===== config.mk =====
export PLATFORM = sky130hd
export DESIGN_NAME = websocket_frame_deframer_core_flat
export DESIGN_NICKNAME = d
export VERILOG_FILES = /design/src/rtl/core/wsdf_pkg.sv /design/src/rtl/core/wsdf_rx_if.sv /design/src/rtl/core/wsdf_res_if.sv /design/src/rtl/core/wsdf_parser.sv /design/src/rtl/core/wsdf_out_reg.sv /design/src/rtl/core/websocket_frame_deframer_core.sv /design/src/flat_wrapper.sv
export SDC_FILE = /design/constraint.sdc
export NUM_CORES = 1
export LEC_CHECK = 0
export BUFFER_PORTS_ARGS = -buffer_cell sky130_fd_sc_hd__clkbuf_2
export CORE_ASPECT_RATIO = 1.25
export CORE_MARGIN = 4
export CORE_UTILIZATION = 60
export CTS_BUF_LIST = sky130_fd_sc_hd__clkbuf_8
export CTS_CLUSTER_DIAMETER = 200
export CTS_CLUSTER_SIZE = 25
export DETAILED_ROUTE_END_ITERATION = 8
export GPL_TIMING_DRIVEN = 0
export PLACE_DENSITY = 0.83
export SLEW_MARGIN = 20
export SYNTH_ARGS = -nofsm -noshare
export SYNTH_HDL_FRONTEND = slang
export SYNTH_SLANG_ARGS = --single-unit

===== constraint.sdc =====
create_clock -name clk -period 4.3 [get_ports clk]
set_clock_uncertainty 0.05 [all_clocks]
set_input_delay 0.43 -clock clk [delete_from_list [all_inputs] [get_ports clk]]
set_output_delay 0.43 -clock clk [all_outputs]
set_load 0.005 [all_outputs]

===== src/rtl/core/wsdf_pkg.sv =====
// WebSocket frame deframer: shared types and constants.
// Used by the parser, the result register and the top level.
package wsdf_pkg;

    // Parser phases
    typedef enum logic [3:0] {
        PH_HDR0  = 4'd0,
        PH_HDR1  = 4'd1,
        PH_LENHI = 4'd2,
        PH_LENLO = 4'd3,
        PH_KEY0  = 4'd4,
        PH_KEY1  = 4'd5,
        PH_KEY2  = 4'd6,
        PH_KEY3  = 4'd7,
        PH_DATA  = 4'd8,
        PH_DEAD  = 4'd9
    } phase_t;

    // Result event codes
    localparam logic [1:0] EV_DATA      = 2'd0;
    localparam logic [1:0] EV_EMPTY     = 2'd1;
    localparam logic [1:0] EV_OVERSIZE  = 2'd2;
    localparam logic [1:0] EV_FRAGMENT  = 2'd3;

    // Header field constants
    localparam logic [6:0] LEN_CODE_16 = 7'd126;
    localparam logic [6:0] LEN_CODE_64 = 7'd127;

    // One result beat
    typedef struct packed {
        logic [1:0] event_res;
        logic [7:0] data_byte;
        logic [3:0] frame_opcode;
        logic       frame_end;
    } res_t;

endpackage


===== src/rtl/core/wsdf_rx_if.sv =====
// Receive byte channel: valid/ready handshake carrying one stream byte.
// Depends on nothing.
interface wsdf_rx_if;
    logic       valid;
    logic       ready;
    logic [7:0] rx_byte;

    modport source (output valid, output rx_byte, input ready);
    modport sink   (input valid, input rx_byte, output ready);
endinterface


===== src/rtl/core/wsdf_res_if.sv =====
// Result channel: valid/ready handshake carrying one deframed result beat.
// Depends on nothing.
interface wsdf_res_if;
    logic       valid;
    logic       ready;
    logic [1:0] event_res;
    logic [7:0] data_byte;
    logic [3:0] frame_opcode;
    logic       frame_end;

    modport source (output valid, output event_res, output data_byte,
                    output frame_opcode, output frame_end, input ready);
    modport sink   (input valid, input event_res, input data_byte,
                    input frame_opcode, input frame_end, output ready);
endinterface


===== src/rtl/core/wsdf_parser.sv =====
// Frame header parser and payload unmasker: holds the frame state and
// computes at most one result per accepted byte. Depends on wsdf_pkg.
module wsdf_parser (
    input  logic          clk,
    input  logic          rst_n,
    input  logic          accept,
    input  logic [7:0]    rx_byte,
    output logic          res_valid,
    output wsdf_pkg::res_t res
);

    wsdf_pkg::phase_t phase_reg, phase_next;
    logic        fin_reg, fin_next;
    logic [3:0]  opcode_reg, opcode_next;
    logic        mask_reg, mask_next;
    logic [15:0] length_reg, length_next;
    logic [15:0] count_reg, count_next;
    logic [31:0] key_reg, key_next;

    logic        len_known;
    logic [15:0] count_inc;
    logic [7:0]  key_byte;

    // State registers
    always_ff @(posedge clk or negedge rst_n)
    begin
        if (!rst_n)
        begin
            phase_reg  <= wsdf_pkg::PH_HDR0;
            fin_reg    <= 1'b0;
            opcode_reg <= 4'd0;
            mask_reg   <= 1'b0;
            length_reg <= 16'd0;
            count_reg  <= 16'd0;
            key_reg    <= 32'd0;
        end
        else if (accept)
        begin
            phase_reg  <= phase_next;
            fin_reg    <= fin_next;
            opcode_reg <= opcode_next;
            mask_reg   <= mask_next;
            length_reg <= length_next;
            count_reg  <= count_next;
            key_reg    <= key_next;
        end
    end

    // Key byte for the current payload position; key byte 0 sits on top
    always_comb
    begin
        case (count_reg[1:0])
            2'd0:    key_byte = key_reg[31:24];
            2'd1:    key_byte = key_reg[23:16];
            2'd2:    key_byte = key_reg[15:8];
            default: key_byte = key_reg[7:0];
        endcase
    end

    assign count_inc = count_reg + 16'd1;

    // Next state and result
    always_comb
    begin
        phase_next  = phase_reg;
        fin_next    = fin_reg;
        opcode_next = opcode_reg;
        mask_next   = mask_reg;
        length_next = length_reg;
        count_next  = count_reg;
        key_next    = key_reg;
        len_known   = 1'b0;
        res_valid   = 1'b0;
        res.event_res    = wsdf_pkg::EV_DATA;
        res.data_byte    = 8'd0;
        res.frame_opcode = opcode_reg;
        res.frame_end    = 1'b1;

        case (phase_reg)
            wsdf_pkg::PH_HDR0:
            begin
                fin_next    = rx_byte[7];
                opcode_next = rx_byte[3:0];
                phase_next  = wsdf_pkg::PH_HDR1;
            end
            wsdf_pkg::PH_HDR1:
            begin
                mask_next = rx_byte[7];
                key_next  = 32'd0;
                if (rx_byte[6:0] == wsdf_pkg::LEN_CODE_64)
                begin
                    phase_next    = wsdf_pkg::PH_DEAD;
                    res_valid     = 1'b1;
                    res.event_res = wsdf_pkg::EV_OVERSIZE;
                end
                else if (rx_byte[6:0] == wsdf_pkg::LEN_CODE_16)
                begin
                    phase_next = wsdf_pkg::PH_LENHI;
                end
                else
                begin
                    length_next = {9'd0, rx_byte[6:0]};
                    len_known   = 1'b1;
                end
            end
            wsdf_pkg::PH_LENHI:
            begin
                length_next = {rx_byte, 8'd0};
                phase_next  = wsdf_pkg::PH_LENLO;
            end
            wsdf_pkg::PH_LENLO:
            begin
                length_next = {length_reg[15:8], rx_byte};
                len_known   = 1'b1;
            end
            wsdf_pkg::PH_KEY0:
            begin
                key_next   = {key_reg[23:0], rx_byte};
                phase_next = wsdf_pkg::PH_KEY1;
            end
            wsdf_pkg::PH_KEY1:
            begin
                key_next   = {key_reg[23:0], rx_byte};
                phase_next = wsdf_pkg::PH_KEY2;
            end
            wsdf_pkg::PH_KEY2:
            begin
                key_next   = {key_reg[23:0], rx_byte};
                phase_next = wsdf_pkg::PH_KEY3;
            end
            wsdf_pkg::PH_KEY3:
            begin
                key_next   = {key_reg[23:0], rx_byte};
                count_next = 16'd0;
                if (length_reg == 16'd0)
                begin
                    phase_next    = wsdf_pkg::PH_HDR0;
                    res_valid     = 1'b1;
                    res.event_res = wsdf_pkg::EV_EMPTY;
                end
                else
                begin
                    phase_next = wsdf_pkg::PH_DATA;
                end
            end
            wsdf_pkg::PH_DATA:
            begin
                count_next    = count_inc;
                res_valid     = 1'b1;
                res.event_res = wsdf_pkg::EV_DATA;
                res.data_byte = mask_reg ? (rx_byte ^ key_byte) : rx_byte;
                res.frame_end = (count_inc >= length_reg);
                if (count_inc >= length_reg)
                    phase_next = wsdf_pkg::PH_HDR0;
            end
            default:
            begin
                phase_next = wsdf_pkg::PH_DEAD;
            end
        endcase

        // Length complete: refuse fragments, then key, payload or empty frame
        if (len_known)
        begin
            if (!fin_reg)
            begin
                phase_next    = wsdf_pkg::PH_DEAD;
                res_valid     = 1'b1;
                res.event_res = wsdf_pkg::EV_FRAGMENT;
            end
            else
            begin
                count_next = 16'd0;
                if (mask_next)
                    phase_next = wsdf_pkg::PH_KEY0;
                else if (length_next == 16'd0)
                begin
                    phase_next    = wsdf_pkg::PH_HDR0;
                    res_valid     = 1'b1;
                    res.event_res = wsdf_pkg::EV_EMPTY;
                end
                else
                    phase_next = wsdf_pkg::PH_DATA;
            end
        end
    end

endmodule


===== src/rtl/core/wsdf_out_reg.sv =====
// Result register: holds one result beat until the consumer takes it.
// Depends on wsdf_pkg.
module wsdf_out_reg (
    input  logic           clk,
    input  logic           rst_n,
    input  logic           load,
    input  wsdf_pkg::res_t res,
    input  logic           take,
    output logic           full,
    output wsdf_pkg::res_t res_q
);

    logic           full_reg;
    wsdf_pkg::res_t data_reg;

    // Valid flag: set on load, cleared when taken without a new load
    always_ff @(posedge clk or negedge rst_n)
    begin
        if (!rst_n)
            full_reg <= 1'b0;
        else if (load)
            full_reg <= 1'b1;
        else if (take)
            full_reg <= 1'b0;
    end

    // Payload
    always_ff @(posedge clk)
    begin
        if (load)
            data_reg <= res;
    end

    assign full  = full_reg;
    assign res_q = data_reg;

endmodule


===== src/rtl/core/websocket_frame_deframer_core.sv =====
// WebSocket frame deframer, top level.
// A result is registered and presented in the cycle after the byte that causes it.
// Throughput: one byte per cycle while result.ready is held high, set by the
// single result register, which is reloaded in the same cycle its beat is taken.
// Reset: rst_n clears the parser to expect a frame header and empties the
// result register; after a refused frame all bytes are dropped until reset.
module websocket_frame_deframer_core (
    input  logic        clk,
    input  logic        rst_n,
    wsdf_rx_if.sink     rx,
    wsdf_res_if.source  result
);

    logic           accept;
    logic           res_valid;
    logic           full;
    logic           take;
    wsdf_pkg::res_t res;
    wsdf_pkg::res_t res_q;

    // Handshake: take a byte when the result register is empty or draining
    assign take     = full & result.ready;
    assign rx.ready = ~full | result.ready;
    assign accept   = rx.valid & rx.ready;

    wsdf_parser u_parser (
        .clk       (clk),
        .rst_n     (rst_n),
        .accept    (accept),
        .rx_byte   (rx.rx_byte),
        .res_valid (res_valid),
        .res       (res)
    );

    wsdf_out_reg u_out_reg (
        .clk   (clk),
        .rst_n (rst_n),
        .load  (accept & res_valid),
        .res   (res),
        .take  (take),
        .full  (full),
        .res_q (res_q)
    );

    assign result.valid        = full;
    assign result.event_res    = res_q.event_res;
    assign result.data_byte    = res_q.data_byte;
    assign result.frame_opcode = res_q.frame_opcode;
    assign result.frame_end    = res_q.frame_end;

endmodule

===== src/flat_wrapper.sv =====
// flat-port wrapper written by rule: the top's interface ports become plain ports
module websocket_frame_deframer_core_flat 
  (clk, rst_n, rx_valid, rx_rx_byte, rx_ready, result_valid, result_event_res, result_data_byte, result_frame_opcode, result_frame_end, result_ready);
  wsdf_rx_if rx_i ();
  wsdf_res_if result_i ();
  input  logic clk;
  input  logic rst_n;
  input wire logic [$bits(rx_i.valid)-1:0] rx_valid;
  input wire logic [$bits(rx_i.rx_byte)-1:0] rx_rx_byte;
  output wire logic [$bits(rx_i.ready)-1:0] rx_ready;
  output wire logic [$bits(result_i.valid)-1:0] result_valid;
  output wire logic [$bits(result_i.event_res)-1:0] result_event_res;
  output wire logic [$bits(result_i.data_byte)-1:0] result_data_byte;
  output wire logic [$bits(result_i.frame_opcode)-1:0] result_frame_opcode;
  output wire logic [$bits(result_i.frame_end)-1:0] result_frame_end;
  input wire logic [$bits(result_i.ready)-1:0] result_ready;
  assign rx_i.valid = rx_valid;
  assign rx_i.rx_byte = rx_rx_byte;
  assign rx_ready = rx_i.ready;
  assign result_valid = result_i.valid;
  assign result_event_res = result_i.event_res;
  assign result_data_byte = result_i.data_byte;
  assign result_frame_opcode = result_i.frame_opcode;
  assign result_frame_end = result_i.frame_end;
  assign result_i.ready = result_ready;
  websocket_frame_deframer_core u_core (.clk(clk), .rst_n(rst_n), .rx(rx_i), .result(result_i));
endmodule

# Word-level counts from Yosys, hierarchy flattened
# Index checks and enable logic that the tools add are counted.
# Widths: inputs -> output; s select.
dict set report totals {
  regBits 90
  latchBits 0
  ramBits 0
  rom_bits 0
  inputBits 12
  output_inout_bits 17
  elab_cells 83
  mem_count 0
}
dict set report classes {
  n_addsub 1
  multipliers 0
  n_div 0
  order_cmp 1
  eq_ne 15
  shift 0
  muxes 38
  bitwise 6
  n_reduce_logical 10
}
# op count
set op_table {}
lappend op_table {{$mux 16} 4}
lappend op_table {{$pmux 32 s2} 1}
lappend op_table {{$pmux 16 s3} 1}
lappend op_table {{$pmux 4 s9} 1}
lappend op_table {{$logic_not 16->1} 2}
lappend op_table {{$mux 4} 8}
lappend op_table {{$pmux 16 s2} 1}
lappend op_table {{$pmux 8 s3} 1}
lappend op_table {{$add 16x1->16 const B} 1}
lappend op_table {{$eq 4x3->1 const B} 4}
lappend op_table {{$ge 16x16->1} 1}
lappend op_table {{$eq 7x7->1 const B} 2}
lappend op_table {{$mux 1} 12}
lappend op_table {{$mux 2} 5}
lappend op_table {{$eq 4x2->1 const B} 2}
lappend op_table {{$mux 8} 1}
lappend op_table {{$xor 8x8->8} 1}
lappend op_table {{$eq 4x1->1 const B} 1}
lappend op_table {{$eq 4x4->1 const B} 1}
lappend op_table {{$logic_not 4->1} 1}
lappend op_table {{$ne 4x4->1 const B} 1}
lappend op_table {{$pmux 2 s2} 1}
lappend op_table {{$reduce_and 2->1} 2}
lappend op_table {{$reduce_and 4->1} 1}
lappend op_table {{12 further kinds} 15}

# Logic depth before layout (Yosys ltp)
dict set report logic_depth {
  word_depth 11
  mapped_depth 12
}

# By module
# A second synthesis with hierarchy kept.
dict set report hier_totals {
  cells_unflattened 465
  area_unflattened_um2 4877.2
}
# module n_inst cells_per_inst area_each_um2
set by_module_without_submodules {}
lappend by_module_without_submodules {wsdf_parser 1 443 4357.9}
lappend by_module_without_submodules {wsdf_out_reg 1 18 486.7}
lappend by_module_without_submodules {websocket_frame_deframer_core 1 4 32.5}

# Worst setup path before layout
# No wires, ideal clock.
dict set report synth_timing {
  path_kind {reg2reg}
  start {reg u_core.u_parser.count_reg[2]}
  end {reg u_core.u_parser.phase_reg[1]}
  setup_time_ns 0.122
  t_arrival_ns 3.018
  setup_slack_ns 1.110
  path_stages_with_launch 13
  path_buffers 0
  synth_period_minus_slack_ns 3.190
  path_cell_list {dfrtp_1 nand3_1 nor3_2 nand2_1 or3_1 xnor2_1 ha_1 nand4_1 o21ai_0 a2111oi_1 o41ai_2 and2_1 a32o_1}
}
dict set report synth_via {
  elab_chain_len 4
}
# element line_no
set synth_lines {}
lappend synth_lines {{from (decl)} wsdf_parser.sv:17} ;# logic [15:0] count_reg, count_next;
lappend synth_lines {{from (signal assigned)} wsdf_parser.sv:44} ;# count_reg <= count_next;
lappend synth_lines {{$add 16x1->16} wsdf_parser.sv:60} ;# assign count_inc = count_reg + 16'd1;
lappend synth_lines {{$ge 16x16->1} wsdf_parser.sv:153} ;# if (count_inc >= length_reg)
lappend synth_lines {{$ne 3x3->1 (no source line)} --}
lappend synth_lines {{$reduce_and 4->1 (no source line)} --}
lappend synth_lines {{to (signal assigned)} wsdf_parser.sv:29} ;# phase_reg <= wsdf_pkg::PH_HDR0;
lappend synth_lines {{to (signal assigned)} wsdf_parser.sv:39} ;# phase_reg <= phase_next;
lappend synth_lines {{to (decl)} wsdf_parser.sv:12} ;# wsdf_pkg::phase_t phase_reg, phase_next;
# Every way passes these cells.
# A chain may end at the register's enable or synchronous reset.

# Worst setup path in the final report
dict set report layout_timing {
  start {reg u_core.u_parser.count_reg[0]}
  end {reg u_core.u_parser.phase_reg[1]}
}
# Same word-level chain as after synthesis.

==> results.json <==
{
  "cp_max_fo": 9,
  "rows": 36,
  "die_y_um": 109,
  "cpLargestDelayFamily": "compound AO/OA/AOI/OAI gates",
  "finalSetupViolCount": 0,
  "ys_ff_latch": 90,
  "grt_pass1_vias": 4023,
  "drv_cap": 0,
  "fillCellCount": 593,
  "multiInputGateArea_um2": 2340,
  "hpwlAfterDp_um": 8960,
  "status": "complete, no violations",
  "yosys.area.top_type": "dfrtp_1",
  "cp_common_cell": "ha_1",
  "antenna_found_initial": 0,
  "fin_crit_ns": 3.86,
  "worstPathArrival_ns": 4.08,
  "nNetsFinal": 556,
  "hold_viol_final": 0,
  "synth_ff_type": "dfrtp_1",
  "num_io_pins": 29,
  "fin_area_um2": 5340,
  "htree_levels": 3,
  "crit_slowest_cell": "dfrtp_1",
  "synth-edff-count": 15,
  "fp.dieW_um": 88.7,
  "slew_headroom_pct": 46.3,
  "root_buffer": "clkbuf_8",
  "clock_latency_ns": 0.38,
  "cts.sinks": 90,
  "synth_warnings": 0,
  "first_pass_iters": 6,
  "wl_per_cell_um": 19.5,
  "cpPeakStageDelay_ns": 0.52,
  "worstPathCellList": "ha_1, nand2_1, nor4_2, nand3_1, xnor2_1, ha_1, a21oi_1, o21ai_0, a2111oi_1, o41ai_2, and2_1, a32o_1",
  "crit_required_ns": 4.52,
  "synth_nets": 522,
  "tightest_slew_ns": 0.806,
  "grt_usage_pct": 27.5,
  "peakVddDrop_mv": 0.423,
  "clkSlewWorstSetupHoldPaths_ns": 0.10,
  "p_total_mw": 3.18,
  "grt_start_max_net_pins": 40,
  "grt_overflow_total": 0,
  "cts_max_path_buffers": 2,
  "syn_inst": 489,
  "p_per_area_nw_per_um2": 595,
  "worst-r2r-setup-slack_ns": 0.44,
  "grt_pass1_wl_um": 20300,
  "synthTopCellsByCount": "dfrtp_1 (75), a22o_1 (51), nand2_1 (46)",
  "slew_violations": 0,
  "cp-start-kind": "flip-flop",
  "route.detailed.drc": 0,
  "cts_made_buffers": 9,
  "yosysUniqueCellTypes": 55,
  "critical_path_buf_inv_count": 0,
  "fmax_mhz": 259,
  "crit_cells": 12,
  "syn2layout_area_growth_pct": 9.43,
  "syn_area_um2": 4880,
  "rr_worst_depth": 12,
  "drive_above_1_share_pct": 11.0,
  "synthTopCellsByArea": "dfrtp_1 (38%), edfxtp_1 (9.2%), a22o_1 (9.1%), ha_1 (5.4%), nand2_1 (3.5%)",
  "synth.top_cell.area_share_pct": 38.4,
  "synth_most_common_cell": "dfrtp_1",
  "gp_congestion": 0.939,
  "diodes": 0,
  "cts_setup_buffers": 0,
  "cp-endpoint": "u_core.u_parser.phase_reg[1]$_DFFE_PN0P_",
  "drt_wl_total_um": 12200,
  "crit_start": "u_core.u_parser.count_reg[0]$_DFFE_PN0P_",
  "start_util_pct": 61.9,
  "initialDrtViolationCount": 360,
  "largest_register_ffs": 32,
  "hold_class": "in -> reg",
  "placedInstanceArea_um2": 5130,
  "r2r-end": "u_core.u_parser.phase_reg[1]$_DFFE_PN0P_",
  "portBuffers": 21,
  "vias_per_cell": 6.48,
  "synthArstFlopShare_pct": 83.3,
  "core_um2": 7880,
  "r2r-start": "u_core.u_parser.count_reg[0]$_DFFE_PN0P_",
  "leakage_nw": 2.35,
  "crit_path_end_kind": "flip-flop",
  "worstSetupPathType": "reg -> reg",
  "register_area_um2": 2330,
  "tns_ns": 0,
  "vias": 4039,
  "syn_area_per_cell_um2": 9.98,
  "fin_crit_sh_pct": 89.8,
  "die_area_um2": 9650,
  "final_antenna_net_count": 0,
  "ys_seq_area_share_pct": 47.7,
  "rsz0062_at_grt": "false",
  "cts_tree": "yes"
}
## per-layer routing
metal,global-route usage [%],vias up,share of wire (%)
li1,-,1877,-
met1,34.6,1959,40
met2,45.1,169,50
met3,4.99,34,6.4
met4,13.6,0,3.7
met5,0,-,0
## kinds of logic after synthesis
kind of cell	after synthesis	synth area share [%]
AOI/OAI and AO/OA	150	22.2
xor gates and xnor gates	22	3.95
adders and majority gates	21	5.38
buffers and inverters	55	4.48
DFF	90	47.7
muxes	6	1.38
and+or+nand+nor	145	14.9
## worst min path at each step
stage                                                to  depth (start not counted)                                       from  slack (ns)
CTS                   u_core.u_out_reg.full$_DFFE_PN0P_                          3                                   rx_valid        0.30
global placement    u_core.u_out_reg.res_q[4]$_DFFE_PP_                          0  u_core.u_parser.opcode_reg[3]$_DFFE_PN0P_        0.38
detailed placement  u_core.u_out_reg.res_q[2]$_DFFE_PP_                          0  u_core.u_parser.opcode_reg[1]$_DFFE_PN0P_        0.39
global route          u_core.u_out_reg.full$_DFFE_PN0P_                          3                                   rx_valid        0.31
finish                u_core.u_out_reg.full$_DFFE_PN0P_                          3                                   rx_valid        0.32
floorplan             u_core.u_out_reg.full$_DFFE_PN0P_                          0                                      rst_n        0.08
## power breakdown
part           switching (mW)  leakage (nW)  total, mW  internal (mW)
logic                   0.816          1.10       1.31          0.497
clock network           0.345         0.103      0.577          0.232
registers               0.179          1.15       1.29           1.11
total                    1.34          2.35       3.18           1.84
## area by class of cell
type | instances | share of cell area (%)
inverters | 23 | 1.62
flip-flops and latches | 90 | 43.6
clock buffers | 9 | 2.32
well taps | 95 | 2.22
plain buffers | 32 | 2.48
repair buffers | 23 | 2.58
clock inverters | 7 | 1.43
multi-input cells | 344 | 43.8
## layout by cell type (no fill, tap or decap), drive strengths merged, types with 5 or more instances in the layout
cell | netlist | layout
a21oi | 12 | 12
and3 | 5 | 5
nand2 | 46 | 46
nor3 | 11 | 11
ha | 21 | 21
a211oi | 7 | 7
edfxtp | 15 | 15
a22o | 51 | 51
inv | 23 | 28
nor4 | 5 | 5
buf | 6 | 7
o21ai | 46 | 46
nand4 | 8 | 8
mux2 | 6 | 6
nor2 | 38 | 38
xnor2 | 6 | 6
and2 | 5 | 5
dfrtp | 75 | 75
a222oi | 8 | 8
clkbuf | 26 | 56
xor2 | 16 | 16
nand3 | 8 | 8
## worst reg2reg max path, stage by stage, from the launching register on
cell       delay (ns)
dfrtp_1          0.52
ha_1             0.30
nand2_1          0.13
nor4_2           0.51
nand3_1          0.17
xnor2_1          0.22
ha_1             0.30
a21oi_1          0.18
o21ai_0          0.12
a2111oi_1        0.46
o41ai_2          0.27
and2_1           0.27
a32o_1           0.26
## what timing repair did
item                                    4_1_cts  5_1_grt
hold buffers                                  1        0
resized for setup                             0        0
hold endpoints to repair                     12        0
endpoints found under the setup margin        0        0
## per-stage QoR
stage	util (%)	worst slack (ns)	cells	hold slack [ns]
floorplan	-	1.11	489	0.0844
global placement	64.8	0.623	605	0.380
detailed placement	65.1	0.482	606	0.390
CTS	67.8	0.477	623	0.300
global route	67.8	0.118	623	0.308
finish	67.8	0.439	623	0.317
Power figures use the tool's default switching activity.
